**src/design/ldw_pkg.sv**
```systemverilog
`timescale 1ns / 1ps
// Shared types, constants and helpers for the local translation warp block.
// No dependencies.
package ldw_pkg;

    localparam int CoordW        = 16;
    localparam int DimW          = 13;
    localparam int CoordFracBits = 4;
    localparam int MaxDim        = 4096;
    localparam int FracW         = 24;
    localparam int QuoW          = FracW + 1;
    localparam int DenW          = 34;
    localparam int NormW         = 40;
    localparam int FifoDepth     = 4;

    typedef enum logic [2:0] {
        REG_START_X  = 3'd0,
        REG_START_Y  = 3'd1,
        REG_END_X    = 3'd2,
        REG_END_Y    = 3'd3,
        REG_RADIUS   = 3'd4,
        REG_DAMP     = 3'd5,
        REG_WIDTH    = 3'd6,
        REG_HEIGHT   = 3'd7
    } t_cfg_idx;

    typedef struct packed {
        logic [CoordW-1:0] start_x;
        logic [CoordW-1:0] start_y;
        logic [CoordW-1:0] end_x;
        logic [CoordW-1:0] end_y;
        logic [CoordW-1:0] radius;
        logic              damp;
    } t_cfg;

    // One classified item as it travels from front to back.
    typedef struct packed {
        logic [CoordW-1:0]        px;
        logic [CoordW-1:0]        py;
        logic signed [CoordW:0]   mx;
        logic signed [CoordW:0]   my;
        logic [2*CoordW-1:0]      e;
        logic [DenW-1:0]          den;
        logic [DenW-1:0]          u;
        logic [DenW-1:0]          m2sq;
        logic [2*CoordW-1:0]      rsq;
        logic                     in_circ;
        logic                     move;
        logic                     damp;
    } t_item;

    // Upper clamp bound in Q format for one image dimension.
    function automatic logic [CoordW-1:0] clamp_limit(input logic [DimW-1:0] dim);
        logic [31:0] d32;
        logic [31:0] l32;
        d32 = {{(32-DimW){1'b0}}, dim};
        if (d32 == 32'd0) d32 = 32'd1;
        if (d32 > 32'(MaxDim)) d32 = 32'(MaxDim);
        l32 = (d32 - 32'd1) << CoordFracBits;
        return (l32 > 32'hFFFF) ? 16'hFFFF : l32[CoordW-1:0];
    endfunction

endpackage

```
**src/design/ldw_fifo.sv**
```systemverilog
`timescale 1ns / 1ps
// Short queue that decouples the front end from the back-end pipeline.
// Depends on ldw_pkg.
module ldw_fifo (
    input  logic           i_clk,
    input  logic           i_rst_n,
    input  logic           i_push,
    input  ldw_pkg::t_item i_data,
    input  logic           i_pop,
    output ldw_pkg::t_item o_data,
    output logic           o_full,
    output logic           o_empty
);
    import ldw_pkg::*;

    localparam int AW = $clog2(FifoDepth);

    t_item         r_mem [FifoDepth];
    logic [AW-1:0] r_wp, r_rp;
    logic [AW:0]   r_count;

    always_ff @(posedge i_clk) begin
        if (!i_rst_n) begin
            r_wp    <= '0;
            r_rp    <= '0;
            r_count <= '0;
        end else begin
            if (i_push) r_wp <= r_wp + 1'b1;
            if (i_pop)  r_rp <= r_rp + 1'b1;
            if (i_push && !i_pop) r_count <= r_count + 1'b1;
            else if (!i_push && i_pop) r_count <= r_count - 1'b1;
        end
    end

    always_ff @(posedge i_clk) begin
        if (i_push) r_mem[r_wp] <= i_data;
    end

    assign o_data  = r_mem[r_rp];
    assign o_full  = r_count == (AW+1)'(FifoDepth);
    assign o_empty = r_count == '0;

`ifndef ASSERT_OFF
    a_count_max: assert property (@(posedge i_clk) disable iff (!i_rst_n)
        r_count <= (AW+1)'(FifoDepth)) else $error("queue overfilled");
    a_no_pop_empty: assert property (@(posedge i_clk) disable iff (!i_rst_n)
        i_pop |-> r_count != '0) else $error("pop from empty queue");
    a_no_push_full: assert property (@(posedge i_clk) disable iff (!i_rst_n)
        i_push |-> r_count != (AW+1)'(FifoDepth)) else $error("push into full queue");
    a_count_up: assert property (@(posedge i_clk) disable iff (!i_rst_n)
        (i_push && !i_pop) |=> r_count == $past(r_count) + 1'b1)
        else $error("queue count lost a push");
`endif

endmodule

```
**config.mk**
```make
export PLATFORM = sky130hd
export DESIGN_NAME = ldw_fifo
export DESIGN_NICKNAME = d
export VERILOG_FILES = /design/src/design/ldw_pkg.sv /design/src/design/ldw_fifo.sv
export SDC_FILE = /design/constraint.sdc
export NUM_CORES = 1
export LEC_CHECK = 0
export ABC_CLOCK_PERIOD_IN_PS = 6900
export BUFFER_PORTS_ARGS = -buffer_cell sky130_fd_sc_hd__buf_2
export CAP_MARGIN = 20
export CORE_MARGIN = 8
export CORE_UTILIZATION = 25
export DETAILED_ROUTE_END_ITERATION = 12
export GPL_ROUTABILITY_DRIVEN = 0
export PLACE_DENSITY = 0.52
export SYNTH_ARGS = -nofsm -noshare
export SYNTH_HDL_FRONTEND = slang
export SYNTH_SLANG_ARGS = --single-unit
```
**constraint.sdc**
```tcl
create_clock -name i_clk -period 6.9 [get_ports i_clk]
set_clock_uncertainty 0.1 [all_clocks]
set_input_delay 0.345 -clock i_clk [delete_from_list [all_inputs] [get_ports i_clk]]
set_output_delay 0.345 -clock i_clk [all_outputs]
set_load 0.02 [all_outputs]
```
# After elaboration in Yosys (flattened, before gate mapping)

Memories as Yosys holds them, arrays and structs flattened. A register that Yosys moved wholly into a read port is not among the register bits.
Cells that the tools add are included.

Equality and inequality tests: 1
Add/subtract/negate cells: 4
Multiplexer cells: 6
Reductions and logical operators: 6

Operators by type and width:

| operator              | count |
|---|---|
| $mux W3               | 2 |
| $add A2 B1 Y2 const B | 2 |
| $mux W2               | 2 |
| $add A3 B1 Y3 const B | 1 |
| $eq A3 B3 Y1 const B  | 1 |
| $logic_not A3 Y1      | 1 |
| $sub A3 B1 Y3 const B | 1 |
| $logic_and A1 B1 Y1   | 2 |
| $logic_not A1 Y1      | 2 |
| $mux W1               | 2 |
| $reduce_bool A2 Y1    | 1 |

Logic and storage cells: 21
Output and inout port bits: 237
Bits in writable memories: 940
Memories kept: 1
Bits of input ports: 239
Bits in registers: 7

Memory list:

| memory | words | width | rd ports | clocked after Yosys merged registers in | wr ports | line           | text |
|---|---|---|---|---|---|---|---|
| r_mem  | 4     | 235   | 1        | 1                                       | 1        | ldw_fifo.sv:18 | `t_item r_mem [FifoDepth];` |

# Longest topological paths before layout

Gate-level depths: netlist of the first run.

Depth after elaboration: 4
Mapped depth: 7
Gate-level depth less buffers: 7

# Least setup slack after synthesis of the first run

No wires, ideal clock.

Path kind: flip-flop to flip-flop
Start: register r_wp[0]
End: memory r_mem[0][0] (netlist name) (enable)
Period minus slack after synthesis: 6.598 ns
Stages on the path, launching flop included: 4
Setup slack: 0.302 ns
Buffers on the path: 0
Required time: 6.176 ns
Setup time: 0.624 ns
Data arrival time: 5.873 ns
Cells stage by stage: dfxtp_1 -> inv_1 -> ha_1 -> and2_1

RTL lines:

| item                   | line           | text |
|---|---|---|
| from (decl)            | ldw_fifo.sv:19 | `logic [AW-1:0] r_wp, r_rp;` |
| from (signal assigned) | ldw_fifo.sv:28 | `if (i_push) r_wp <= r_wp + 1'b1;` |
| to (decl)              | ldw_fifo.sv:18 |  |

No word-level cell before the write port.

==> impl_metrics.ini, run 1 <==
[clock_tree]
clock_sinks = 949
post_cts_buffers = 0
path_clk_slew_ns = 0.06
cts_resized = 0
clockBufferDepth = 3
numCtsBuffers = 102
hold_buffers = 240
cts_tree = built
htree_levels = 3
insertion_delay_ns = 0.70
cts-root-buf = clkbuf_16

[global_route]
grt_max_degree = 113
track_usage_pct = 10.4
grt_overflow = 0
grt_pass1_vias = 18100
antenna_found_initial = 13
grt_pass1_wl_um = 119000

[setup_path]
critPathBufInv = 3
rrSetupSlack_ns = 4.58
crit_path_end_kind = primary output
path_cells = buf_12, buf_4, mux4_2, buf_2
start_kind = flip-flop
crit_family = buffers and inverters
crit_type = flip-flop to primary output
slowest_stage = dfxtp_4
path_max_fanout = 87
cp.arrival_ns = 3.26
slowest_delay_ns = 0.75
critical_path_required_ns = 6.45

[layout]
multi_input_area_mm2 = 0.00555
area.growth.synth_to_final_pct = 30.4
seq_area_mm2 = 0.0284
stdcell_count = 3942
drive_gt1_share_pct = 41.4
final_nets = 2297
fillCellCount = 13000

[synth]
synth_top_cell_by_area = edfxtp_1
synth_edf_count = 940
synthCells = 1270
avgSynthCellArea_um2 = 27.0
async_reset_ff_share_pct = 0
yosysSeqAreaShare_pct = 82.8
ys_seq_elements = 949
yosys-top-cells-area = edfxtp_1 (82%), mux4_2 (15%), buf_6 (0.59%)
synth.most_common_cell = edfxtp_1
yosysTopAreaCellShare_pct = 82.2
synth.cell_area_mm2 = 0.0343
ys_types = 21
ys_top_cells_by_count = edfxtp_1 (940), mux4_2 (235), buf_2 (26)
synth_nets = 1515
synth_flop_cell = edfxtp_1
ys_warn_count = 0

[sta]
fmaxAchievable_ghz = 0.270
rsz0062_at_grt = no
setup_viol = 0
finalCriticalPeriod_ns = 3.70
worst_slew_pin_slew_ns = 1.12
slew-limit-headroom_pct = 25.1
hold_violations = 0
fin_tns_setup_ns = 0
timing.final.crit_share_pct = 53.6
slew_violations = 0
layout_setup_ws_ns = 3.20

[floorplanning]
ios = 476
die_x_um = 387
dieArea_mm2 = 0.149
initial_core_util_pct = 25.1
fp.dieH_um = 387
coreArea_mm2 = 0.137
rows = 136

[detailed_routing]
vias = 16200
routed_wl_um = 79400
viasPerCell = 4.12
antenna_left = 0
wl_per_cell_um = 20.2
drc = 0
first_pass_iters = 5
drt_iter0_markers = 945

[power]
vdd_ir_drop_max_mv = 0.216
cellLeakagePower_nw = 14.8
powerDensity_mw_per_mm2 = 308

[hold_path]
hold_path.class = input port to flip-flop

[run]
drv_cap = 0

[placement]
pre_cts_ws_ns = 3.73
numPortBuffers = 475
hpwl_um = 48900
dp.cells = 3502

[run_status]
outcome = finished clean
==> power breakdown <==
group	internal, mW	total, mW	switching (mW)
logic	0.624	1.52	0.897
clock network	3.31	5.55	2.24
registers	6.63	6.70	0.0706
total	10.6	13.8	3.21
==> worst register-to-register path, cell delays in order, from the launching register on <==
cell and delay, ns:
dfxtp_1 0.40, ha_1 0.17, and2_4 0.38, buf_12 0.39
==> layout by cell type, fill, tap and decap left out, types with 5 or more instances in the layout <==
cell type and n:
and2_1 5, buf_12 12, buf_2 475, bufinv_16 14, clkbuf_1 22, clkbuf_16 104
clkinv_1 15, clkinv_2 22, dfxtp_1 7, diode_2 8, dlygate4sd3_1 240, edfxtp_1 940
ha_1 5, mux4_2 235
==> state kept, by name, summed over array words and instances (netlist names), named ones only <==
register	cells
r_mem	940
r_wp	2
r_rp	2
r_count	3
==> per-stage QoR <==
| step | instance area [µm²] | total power, mW | hold WS [ns] | util, % |
|---|---|---|---|---|
| final | 44700 | 13.8 | 0.295 | 32.7 |
| after global routing | 44700 | 14.3 | 0.229 | 32.7 |
| after CTS | 44700 | 14.0 | 0.187 | 32.7 |
| after detailed placement | 38900 | 8.27 | 0.460 | 28.4 |
| after global placement | 38900 | 8.23 | 0.387 | 28.4 |
| after floorplan | 34300 | 7.73 | 0.344 | - |
==> final timing paths <==
path / from / end / cells after the start
max: flip-flop / o_data[53] / 4
max reg2reg: r_wp[0] / r_mem[1][0] / 3
min reg2reg: r_count[2] / r_count[2] / 2
min: i_data[26] / r_mem[2][26] / 2
==> cell families (layout without fill, tap and decap cells) <==
group	Yosys count	count (layout)	share of synthesized area, %
compound gates	2	2	0.0364
simple gates	15	15	0.266
buf+inv	56	926	1.10
xor+xnor	5	5	0.128
other cells	0	8	0
flops	949	949	82.8
fa+ha+maj	6	6	0.241
mux	237	237	15.5
==> area by class of cell <==
type                    instances  share of cell area [%]
flip-flops and latches        949                    63.5
clock inverters                66                    1.73
well taps                    1794                    5.02
clock buffers                 126                    6.00
multi-input cells             265                    12.4
inverters                       4                  0.0336
repair buffers                730                    11.3
diodes                          8                  0.0447
==> routing by layer <==
layer / global-route usage [%] / vias to the layer above / wire [µm]
met3: 3.50 / 120 / 5740
met1: 13.4 / 8488 / 34500
met2: 16.5 / 509 / 37400
met5: 0 / - / 46
met4: 3.25 / 6 / 1780
li1: - / 7126 / -
Power figures use the tool's default switching activity.
==> run 2, diff against run 1 <==
--- a/config.mk
+++ b/config.mk
@@ -5,7 +5,7 @@
 export SDC_FILE = /design/constraint.sdc
 export NUM_CORES = 1
 export LEC_CHECK = 0
-export ABC_CLOCK_PERIOD_IN_PS = 6900
+export ABC_CLOCK_PERIOD_IN_PS = 3000
 export BUFFER_PORTS_ARGS = -buffer_cell sky130_fd_sc_hd__buf_2
 export CAP_MARGIN = 20
 export CORE_MARGIN = 8
==> constraint.sdc (replaced) <==
create_clock -name i_clk -period 3 [get_ports i_clk]
set_clock_uncertainty 0.1 [all_clocks]
set_input_delay 0.15 -clock i_clk [delete_from_list [all_inputs] [get_ports i_clk]]
set_output_delay 0.15 -clock i_clk [all_outputs]
set_load 0.02 [all_outputs]
==> run 2 against run 1 <==
- hold slack got worse by 0.20 ns
- critical path depth did not move
- design area rose by 1.4%
- count of clock-buffer cells in the layout fell by 1
- utilization rose by 0.45 points
- clock power rose by 120%
- non-clock buffer count rose by 66
- combinational power rose by 140%
- die area did not move
==> impl_metrics.ini, run 2 (synthesis gave the netlist of run 1 again) <==
[global_route]
grt_pass1_wl_um = 124000
grt_pass1_vias = 18900
grt_max_degree = 73
antenna_found_initial = 12
track_usage_pct = 10.9
grt_overflow = 0

[floorplanning]
fp.dieH_um = 387
rows = 136
initial_core_util_pct = 25.1
ios = 476
dieArea_mm2 = 0.149
coreArea_mm2 = 0.137
die_x_um = 387

[detailed_routing]
wl_per_cell_um = 20.7
viasPerCell = 4.14
drc = 0
vias = 16600
routed_wl_um = 82900
drt_iter0_markers = 1082
first_pass_iters = 5
antenna_left = 0

[sta]
hold_violations = 0
slew_violations = 0
finalCriticalPeriod_ns = 2.75
setup_viol = 0
layout_setup_ws_ns = 0.252
fin_tns_setup_ns = 0
worst_slew_pin_slew_ns = 0.631
slew-limit-headroom_pct = 58.0
rsz0062_at_grt = no
fmaxAchievable_ghz = 0.364
timing.final.crit_share_pct = 91.6

[layout]
layout_common_cells = edfxtp_1 (940), buf_2 (475), dlygate4sd3_1 (239), mux4_2 (235), clkbuf_16 (103)
design_area_mm2 = 0.0454
fin_util_pct = 33.2
top_register = r_mem
multi_input_area_mm2 = 0.00555
reg.largest.list = r_mem: 940 flops, r_count: 3 flops
area.growth.synth_to_final_pct = 32.1
seq_area_mm2 = 0.0284
stdcell_count = 4009
largest_reg_flops = 940
final_common_cell = edfxtp_1
final_nets = 2362
drive_gt1_share_pct = 43.1
fillCellCount = 13000

[placement]
placed_cell_area_mm2 = 0.0396
numPortBuffers = 475
hpwl_um = 54600
dp.cells = 3569
pre_cts_ws_ns = 0.886

[clock_tree]
insertion_delay_ns = 0.70
hold_buffers = 239
post_cts_buffers = 0
clock_sinks = 949
htree_levels = 3
clockBufferDepth = 3
cts_resized = 0
cts-root-buf = clkbuf_16
cts_tree = built
numCtsBuffers = 101
path_clk_slew_ns = 0.06

[power]
cellLeakagePower_nw = 15.1
powerDensity_mw_per_mm2 = 691
vdd_ir_drop_max_mv = 0.471

[setup_path]
cp.arrival_ns = 2.50
critical_path_required_ns = 2.75
slowest_stage = mux4_2
crit_path_end_kind = primary output
path_max_fanout = 18
crit_type = flip-flop to primary output
start_kind = flip-flop
path_cells = buf_12, buf_4, mux4_2, buf_2
slowest_delay_ns = 0.57

[run_status]
outcome = finished clean

[hold_path]
hold_path.class = input port to flip-flop

[run]
drv_cap = 0
## run 2: cell count changes in the layout (fill, tap and decap cells not counted), sizes merged
cell / delta
clkinv: +1
bufinv: -5
clkbuf: -1
dlygate4sd3: -1
buf: +67
diode: +3
clkinvlp: +3
## run 2: area by class of cell
type	count	share of cell area (%)
clock buffer	125	5.86
antenna	11	0.0607
inverter	4	0.0331
clock inverter	65	1.40
multi-input combinational	265	12.2
sequential	949	62.6
tap	1794	4.95
timing repair buffer	796	12.8
## run 2: per-stage QoR
step	total power [mW]	hold WS, ns
5_1_grt	32.5	0.0549
6_report	31.3	0.0951
4_1_cts	31.8	0.00939
3_5_place_dp	19.2	0.267
2_1_floorplan	17.7	0.149
3_3_place_gp	19.1	0.258
## run 2: per-layer routing
metal	routed length (µm)	GRT usage, %	share of wire (%)	vias up
li1	-	-	-	7270
met1	34200	13.4	41	8643
met2	39900	17.8	48	521
met3	6760	4.12	8.2	138
met4	2010	3.58	2.4	6
met5	35	0	0.042	-
## run 2: power by group
part           switching, mW  internal, mW
registers              0.142          15.2
clock network           5.13          7.12
logic                   2.14          1.56
## run 2: critical path: cells and delay by family (launching register included)
kind                   cells  cell delay [ns]
buffers and inverters      3             0.74
flip-flops                 1             0.47
multiplexers               1             0.57
## run 2: path summary, 6_finish.rpt
check        slack, ns        from  cells past startpoint            to
max               0.25   flip-flop                      4    o_data[36]
min                0.1  i_data[29]                      2  r_mem[3][29]
max reg2reg       1.02     r_wp[0]                      5  r_mem[2][89]
min reg2reg       0.43  r_count[2]                      2    r_count[2]
==> run 3, diff against run 2 <==
--- a/config.mk
+++ b/config.mk
@@ -5,14 +5,14 @@
 export SDC_FILE = /design/constraint.sdc
 export NUM_CORES = 1
 export LEC_CHECK = 0
-export ABC_CLOCK_PERIOD_IN_PS = 3000
 export BUFFER_PORTS_ARGS = -buffer_cell sky130_fd_sc_hd__buf_2
 export CAP_MARGIN = 20
 export CORE_MARGIN = 8
 export CORE_UTILIZATION = 25
 export DETAILED_ROUTE_END_ITERATION = 12
 export GPL_ROUTABILITY_DRIVEN = 0
-export PLACE_DENSITY = 0.52
+export PLACE_DENSITY = 0.46
+export SLEW_MARGIN = 5
 export SYNTH_ARGS = -nofsm -noshare
 export SYNTH_HDL_FRONTEND = slang
 export SYNTH_SLANG_ARGS = --single-unit
==> run 3 against run 2 <==
- cell count fell by 0.32%
- die area unchanged
- wire length grew 2.0%
- highest routed layer unchanged
- count of clock-buffer cells in the layout rose by 3
- hold slack lost 0.0089 ns
- largest power group unchanged
- total power is 0.53% lower
- first-iteration DRC count shrank 23%
==> impl_metrics.ini, run 3 (synthesis gave the netlist of run 1 again) <==
[layout]
final_nets = 2352
area.growth.synth_to_final_pct = 31.5
fillCellCount = 13000
drive_gt1_share_pct = 41.4
final_common_cell = edfxtp_1
largest_reg_flops = 940
top_register = r_mem
layout_common_cells = edfxtp_1 (940), buf_2 (475), dlygate4sd3_1 (259), mux4_2 (235), clkbuf_16 (105)
reg.largest.list = r_mem: 940 flops, r_count: 3 flops

[global_route]
grt_pass1_wl_um = 126000
antenna_found_initial = 10
track_usage_pct = 11.1
grt_overflow = 0
grt_pass1_vias = 18700
grt_max_degree = 77

[sta]
finalCriticalPeriod_ns = 2.80
worst_slew_pin_slew_ns = 0.593
timing.final.crit_share_pct = 93.4
slew_violations = 0
rsz0062_at_grt = no
slew-limit-headroom_pct = 60.4
fin_tns_setup_ns = 0
hold_violations = 0
setup_viol = 0
fmaxAchievable_ghz = 0.357
layout_setup_ws_ns = 0.199

[setup_path]
critical_path_required_ns = 2.75
start_kind = flip-flop
path_max_fanout = 19
crit_type = flip-flop to primary output
cp.arrival_ns = 2.55
crit_path_end_kind = primary output

[placement]
numPortBuffers = 475
hpwl_um = 53000
pre_cts_ws_ns = 0.864

[floorplanning]
coreArea_mm2 = 0.137
rows = 136
ios = 476
dieArea_mm2 = 0.149
initial_core_util_pct = 25.1
die_x_um = 387
fp.dieH_um = 387

[run]
drv_cap = 0

[power]
vdd_ir_drop_max_mv = 0.458
powerDensity_mw_per_mm2 = 690
fin_total_pwr_mw = 31.2
cellLeakagePower_nw = 15.0

[detailed_routing]
vias = 16500
routed_wl_um = 84500
antenna_left = 0
viasPerCell = 4.13
drt_iter0_markers = 835
wl_per_cell_um = 21.1
first_pass_iters = 5
drc = 0

[clock_tree]
cts-root-buf = clkbuf_16
clock_sinks = 949
cts_tree = built
clockBufferDepth = 3
path_clk_slew_ns = 0.06
insertion_delay_ns = 0.71
numCtsBuffers = 105
htree_levels = 3
post_cts_buffers = 0

[hold_path]
hold_path.class = input port to flip-flop

[run_status]
outcome = finished clean
## run 3: routing by layer
layer  vias up  track usage (%)  routed length, µm
li1       7242                -                  -
met1      8648             13.5              34700
met2       460             19.0              42200
met3       129             3.53               5670
met4         8             3.49               1940
met5         -                0                 53
## run 3: metrics by stage
stage	std cells	util, %	instance area, µm²	hold WS (ns)
detailed placement	3535	28.7	39300	0.267
floorplan	1270	-	34300	0.149
global route	3995	33.0	45100	0.0296
global placement	3535	28.7	39300	0.258
finish	3996	33.0	45100	0.0862
CTS	3990	33.0	45100	0.000201
## run 3: report_power, final
group,switching (mW),internal (mW)
logic,2.13,1.52
clock network,5.22,6.90
registers,0.145,15.2
total,7.50,23.7
## run 3: final timing paths
kind               startpoint             to  slack (ns)  cells after the start
setup / recovery    flip-flop     o_data[81]        0.20                      4
hold / removal    i_data[233]  r_mem[2][233]        0.09                      2
setup reg to reg      r_wp[0]   r_mem[3][53]        1.00                      3
hold reg to reg    r_count[2]     r_count[2]        0.45                      2
## run 3: critical path, stage by stage (launching register included)
cell and delay (ns):
dfxtp_4 0.51, buf_12 0.27, buf_4 0.27, mux4_2 0.57, buf_2 0.19
## run 3: cell type report
| type | instances | area (µm²) | area share (%) |
|---|---|---|---|
| flip-flops and latches | 949 | 28400 | 62.9 |
| repair buffers | 782 | 5630 | 12.5 |
| multi-input cells | 265 | 5550 | 12.3 |
| inverters | 4 | 15.0 | 0.0333 |
| well taps | 1794 | 2240 | 4.97 |
| clock buffers | 128 | 2710 | 6.01 |
| clock inverters | 68 | 563 | 1.25 |
| diodes | 6 | 15.0 | 0.0333 |
## run 3: timing repair
| action | CTS | global route |
|---|---|---|
| gates resized for setup | 0 | 0 |
| endpoints found under the hold margin | 963 | 0 |
| hold buffers | 259 | 0 |
